### config.mk
export PLATFORM = sky130hd
export DESIGN_NAME = meuf_ctrl
export DESIGN_NICKNAME = d
export VERILOG_FILES = /design/src/hdl/metadata_event_update_formatter_core_defines.svh /design/src/hdl/meuf_pkg.sv /design/src/hdl/meuf_ctrl.sv
export SDC_FILE = /design/constraint.sdc
export NUM_CORES = 1
export LEC_CHECK = 0
export BUFFER_PORTS_ARGS = -buffer_cell sky130_fd_sc_hd__buf_2
export CORE_AREA = 10 10 47 49
export DETAILED_ROUTE_END_ITERATION = 8
export DIE_AREA = 0 0 57 59
export MAX_ROUTING_LAYER = met4
export PLACE_DENSITY = 0.53
export RECOVER_POWER = 25
export SKIP_LAST_GASP = 1
export SYNTH_ARGS = -nofsm -noshare
export SYNTH_HDL_FRONTEND = slang
export SYNTH_SLANG_ARGS = --single-unit
### constraint.sdc
create_clock -name clock -period 0.9 [get_ports clock]
set_input_delay 0.09 -clock clock [delete_from_list [all_inputs] [get_ports clock]]
set_output_delay 0.09 -clock clock [all_outputs]
set_load 0.005 [all_outputs]
### src/hdl/metadata_event_update_formatter_core_defines.svh
// Assertion macros shared by the metadata event update formatter.
`ifndef METADATA_EVENT_UPDATE_FORMATTER_CORE_DEFINES_SVH
`define METADATA_EVENT_UPDATE_FORMATTER_CORE_DEFINES_SVH

// Same-cycle implication, disabled during reset.
`define MEUF_ASSERT_NOW(label, clk, rst, ante, cons, msg) \
   label: assert property (@(posedge clk) disable iff (rst) (ante) |-> (cons)) \
      else $error(msg);

// Next-cycle implication, disabled during reset.
`define MEUF_ASSERT_NEXT(label, clk, rst, ante, cons, msg) \
   label: assert property (@(posedge clk) disable iff (rst) (ante) |=> (cons)) \
      else $error(msg);

`endif

### src/hdl/meuf_pkg.sv
// Package: types, constants and codes of the metadata event update formatter.
`timescale 1ns / 1ps
package meuf_pkg;

   localparam int DEVICE_BITS_DEF = 8;
   localparam int DEV_FIELD_BITS  = 12;
   localparam int TOF_BITS        = 21;
   localparam int PROD_BITS       = 28;
   localparam int NORM_STEPS      = 4;
   localparam int NORM_CNT_BITS   = $clog2(NORM_STEPS);

   localparam logic [PROD_BITS-1:0] TOF_SCALE   = PROD_BITS'(100);
   localparam logic [31:0]          NS_PER_SEC  = 32'd1000000000;
   localparam logic [3:0]           TYPE_TRIGGER = 4'h5;
   localparam logic [3:0]           TYPE_ANALOG  = 4'h6;

   localparam logic [2:0] STATUS_EVENT_KNOWN   = 3'd0;
   localparam logic [2:0] STATUS_EVENT_UNKNOWN = 3'd1;
   localparam logic [2:0] STATUS_WRITE_OK      = 3'd2;
   localparam logic [2:0] STATUS_DUPLICATE     = 3'd3;
   localparam logic [2:0] STATUS_OUT_OF_RANGE  = 3'd4;

   localparam logic OP_WRITE = 1'b0;
   localparam logic OP_EVENT = 1'b1;

   typedef enum logic [2:0] {
      ST_CLEAR,
      ST_IDLE,
      ST_LOOKUP,
      ST_ADD,
      ST_NORM,
      ST_FINISH
   } meuf_state_type;

   typedef struct packed {
      logic clear;
      logic capture;
      logic lookup;
      logic add;
      logic norm;
      logic finish;
   } meuf_cmd_type;

   typedef struct packed {
      logic clear_last;
   } meuf_status_type;

endpackage

### src/hdl/meuf_ctrl.sv
// Controller: sequences table clear, lookup, time normalization and result handoff.
`timescale 1ns / 1ps
module meuf_ctrl (
   input  logic                      clock,
   input  logic                      reset,
   input  logic                      req_valid,
   output logic                      req_ready,
   output logic                      rsp_valid,
   input  logic                      rsp_ready,
   input  meuf_pkg::meuf_status_type status,
   output meuf_pkg::meuf_cmd_type    cmd
);
   import meuf_pkg::*;

   localparam logic [NORM_CNT_BITS-1:0] NORM_LAST = NORM_CNT_BITS'(NORM_STEPS - 1);

   meuf_state_type             state_ff, state_in;
   logic [NORM_CNT_BITS-1:0]   norm_cnt_ff, norm_cnt_in;
   logic                       rsp_valid_ff, rsp_valid_in;
   logic                       slot_free;

   assign slot_free = !rsp_valid_ff || rsp_ready;

   always_comb begin
      state_in = state_ff;
      unique case (state_ff)
         ST_CLEAR:  if (status.clear_last) state_in = ST_IDLE;
         ST_IDLE:   if (req_valid) state_in = ST_LOOKUP;
         ST_LOOKUP: state_in = ST_ADD;
         ST_ADD:    state_in = ST_NORM;
         ST_NORM:   if (norm_cnt_ff == NORM_LAST) state_in = ST_FINISH;
         ST_FINISH: if (slot_free) state_in = ST_IDLE;
         default:   state_in = ST_CLEAR;
      endcase
   end

   always_comb begin
      cmd         = '0;
      req_ready   = 1'b0;
      norm_cnt_in = '0;
      unique case (state_ff)
         ST_CLEAR:  cmd.clear = 1'b1;
         ST_IDLE: begin
            req_ready   = 1'b1;
            cmd.capture = req_valid;
         end
         ST_LOOKUP: cmd.lookup = 1'b1;
         ST_ADD:    cmd.add = 1'b1;
         ST_NORM: begin
            cmd.norm    = 1'b1;
            norm_cnt_in = norm_cnt_ff + 1'b1;
         end
         ST_FINISH: cmd.finish = slot_free;
         default:   cmd = '0;
      endcase
   end

   always_comb begin
      rsp_valid_in = rsp_valid_ff;
      if (cmd.finish) begin
         rsp_valid_in = 1'b1;
      end else if (rsp_ready) begin
         rsp_valid_in = 1'b0;
      end
   end

   always_ff @(posedge clock) begin
      if (reset) begin
         state_ff     <= ST_CLEAR;
         norm_cnt_ff  <= '0;
         rsp_valid_ff <= 1'b0;
      end else begin
         state_ff     <= state_in;
         norm_cnt_ff  <= norm_cnt_in;
         rsp_valid_ff <= rsp_valid_in;
      end
   end

   assign rsp_valid = rsp_valid_ff;

endmodule

==> impl_metrics.csv <==
group,metric,value,unit
sta,fmax,0.850,GHz
sta,layout_setup_ws,-276,ps
yosys,netlist_area,345,um2
floorplan,fp.dieH,59,um
drt,ant_nets,0,
sta,worstMarginPinSlew,146,ps
drt,drtIter0Drc,3,
worst_setup_path,path_max_fanout,3,
cells_and_area,diodes,0,
worst_setup_path,cpPeakStageDelay,320,ps
cells_and_area,nets,70,
sta,min_period,1180,ps
grt,grt_pass1_wl,1320,um
hold_path,hold_class,"in2reg",
worst_setup_path,cp_top_family,"simple AND/OR/NAND/NOR gates",
sta,rsz0062_at_grt,"true",
floorplan,start_util,0.246,
worst_setup_path,cp_slowest_cell,"dfxtp_2",
status,violations,"setup timing",
grt,grt_max_degree,8,
status,status,"finished with violations",
placed_design,gp_congestion,0.687,
yosys,synth_cell_types,20,
yosys,synthCells,39,
cells_and_area,areaGrowthSynthToFinish,63.4,%
clock_network,clock_sinks,6,
drt,vias,346,
sta,period_share,1.31,
grt,grt_overflow,0,
drt,drt_pre_antenna_iters,2,
yosys,yosys_warnings,0,
yosys,synth.avg_cell_area,8.85,um2
worst_setup_path,path_cells,"nor2b_4, and2b_1, and2_1, buf_2",
worst_setup_path,endpoint_kind,"output pin",
drt,wirelength,857,um
hold_path,holdPathStages,2,
yosys,seq_area_frac_synth,0.348,
worst_setup_path,cp-start-kind,"register",
power,p_leak,0.278,nW
floorplan,ios,13,
cells_and_area,layout-drive-gt1-share,0.629,
placed_design,post-place-cells,68,
yosys,syn_nets,45,
yosys,synth_ff_type,"dfxtp_1",
placed_design,io_buffer_count,12,
sta,fin_tns_setup,-2180,ps
grt,grt_pass1_vias,336,
sta,setup_violations,12,
drt,routedWlPerCell,11.0,um
cells_and_area,mostFrequentLayoutCells,"10 x buf_2, 8 x buf_4, 5 x buf_6",
clock_network,path_clk_slew,50,ps
sta,hold_viol,0,
worst_setup_path,path_buf_inv,1,
worst_setup_path,cp.arrival,1090,ps
flow_run,maxCapViolCount,0,
power,vdd_drop_max,0.736,mV
sta,fin_worst_skew,0.566,ps
clock_network,clockBufferDepth,2,
drt,drc_errors,0,
floorplan,rows,14,
cells_and_area,final_core_util,0.403,
clock_network,htreeDepth,1,
cells_and_area,instances_no_fill,78,
cells_and_area,layout_commonest_cell,"buf_2",
clock_network,cts_tree,"built",
yosys,synth_seq_cells,6,
yosys,synth-async-reset-ratio,0,
worst_setup_path,required,810,ps
sta,maxSlewViolCount,0,
yosys,synth_edf_count,0,
worst_setup_path,critPathKind,"reg2out",
placed_design,place_hpwl,590,um
clock_network,numCtsBuffers,3,
grt,grt_use_total,0.0506,
clock_network,clkLatencyLatePin,240,ps
drt,viasPerCell,4.44,
worst_setup_path,cp.depth,4,
sta,relSlewSlack,0.902,
grt,antenna_found_initial,0,
clock_network,cts_root_buf,"clkbuf_4",
floorplan,die_area,3360,um2
floorplan,die_w,57,um
power,power_density,1350,nW/um2
floorplan,core,1400,um2
worst_setup_path,reg2reg_depth,5,
[layer usage]
layer  GRT usage  wire length, um  vias up
met5           -                0        -
met4      0.0302               19        0
met3      0.0236               33        2
met2      0.0884              459        8
met1      0.0439              345      157
li1            -                -      179
[final cells by class]
class / instances / area, um2
Clock buffer: 3 / 22.5
Fill cell: 151 / 837
Inverter: 1 / 3.75
Multi-Input combinational cell: 28 / 219
Sequential cell: 6 / 129
Tap cell: 16 / 20.0
Timing Repair Buffer: 24 / 170
[synthesized netlist by cell type (2+ instances only)]
cell type / number / area, um2
buf_6: 2 / 22.5
and2b_1: 2 / 15.0
dfxtp_1: 6 / 120
nor2_1: 3 / 11.3
nand2_1: 3 / 11.3
nand2b_1: 2 / 12.5
nor3_1: 3 / 15.0
a21oi_1: 5 / 25.0
buf_4: 2 / 15.0
[kinds of logic (layout without fill, tap and decap cells)]
group / Yosys count / after routing / share of synthesized area
DFF: 6 / 6 / 0.348
buffers and inverters: 5 / 28 / 0.120
and+or+nand+nor: 19 / 19 / 0.351
adders and majority gates: 1 / 1 / 0.0362
AOI/OAI and AO/OA: 8 / 8 / 0.145
[timing repair]
action                                  in CTS  in global routing
hold buffers                                 0                  0
resized for setup                           10                  7
buffers inserted                             2                  5
endpoints found under the setup margin      12                 12
gates cloned                                 0                  0
pin swaps                                    5                  4
[registers in the layout (all words and copies together) (netlist names)]
signal	count
rsp_valid	1
norm_cnt_ff	2
state_ff	3
[worst register-to-register path: cells and delay by family (launching register included)]
kind / cells / cell delay [ps]
AOI/OAI and AO/OA: 2 / 250
buffers and inverters: 2 / 260
DFF: 1 / 350
and+or+nand+nor: 1 / 130
[path summary, 6_finish.rpt]
check | startpoint | to | slack, ps
worst min-delay path | reset | norm_cnt_ff[0]$_SDFF_PP0_ | 100
worst max register to register | state_ff[1]$_SDFFE_PP0P_ | state_ff[0]$_SDFFE_PP0P_ | -200
worst max-delay path | state_ff[0]$_SDFFE_PP0P_ | cmd[4] | -280
worst min register to register | norm_cnt_ff[0]$_SDFF_PP0_ | norm_cnt_ff[0]$_SDFF_PP0_ | 440
[power breakdown]
group          switching [W]  internal (W)  total [W]
clock network      0.0000986      0.000151   0.000250
logic              0.0000862      0.000137   0.000223
registers          0.0000120      0.000277   0.000289
total               0.000197      0.000565   0.000761
[metrics by stage]
step | setup WS [ps] | area [um2] | power [W] | hold WS [ps]
after floorplan | 2.68 | 345 | 0.000390 | 159
after global placement | -93.3 | 425 | 0.000441 | 354
after detailed placement | -111 | 425 | 0.000439 | 354
after CTS | -289 | 498 | 0.000720 | 95.7
after global routing | -349 | 564 | 0.000803 | 104
final | -276 | 564 | 0.000761 | 95.1
No activity file was read; power rests on OpenSTA's default activity.
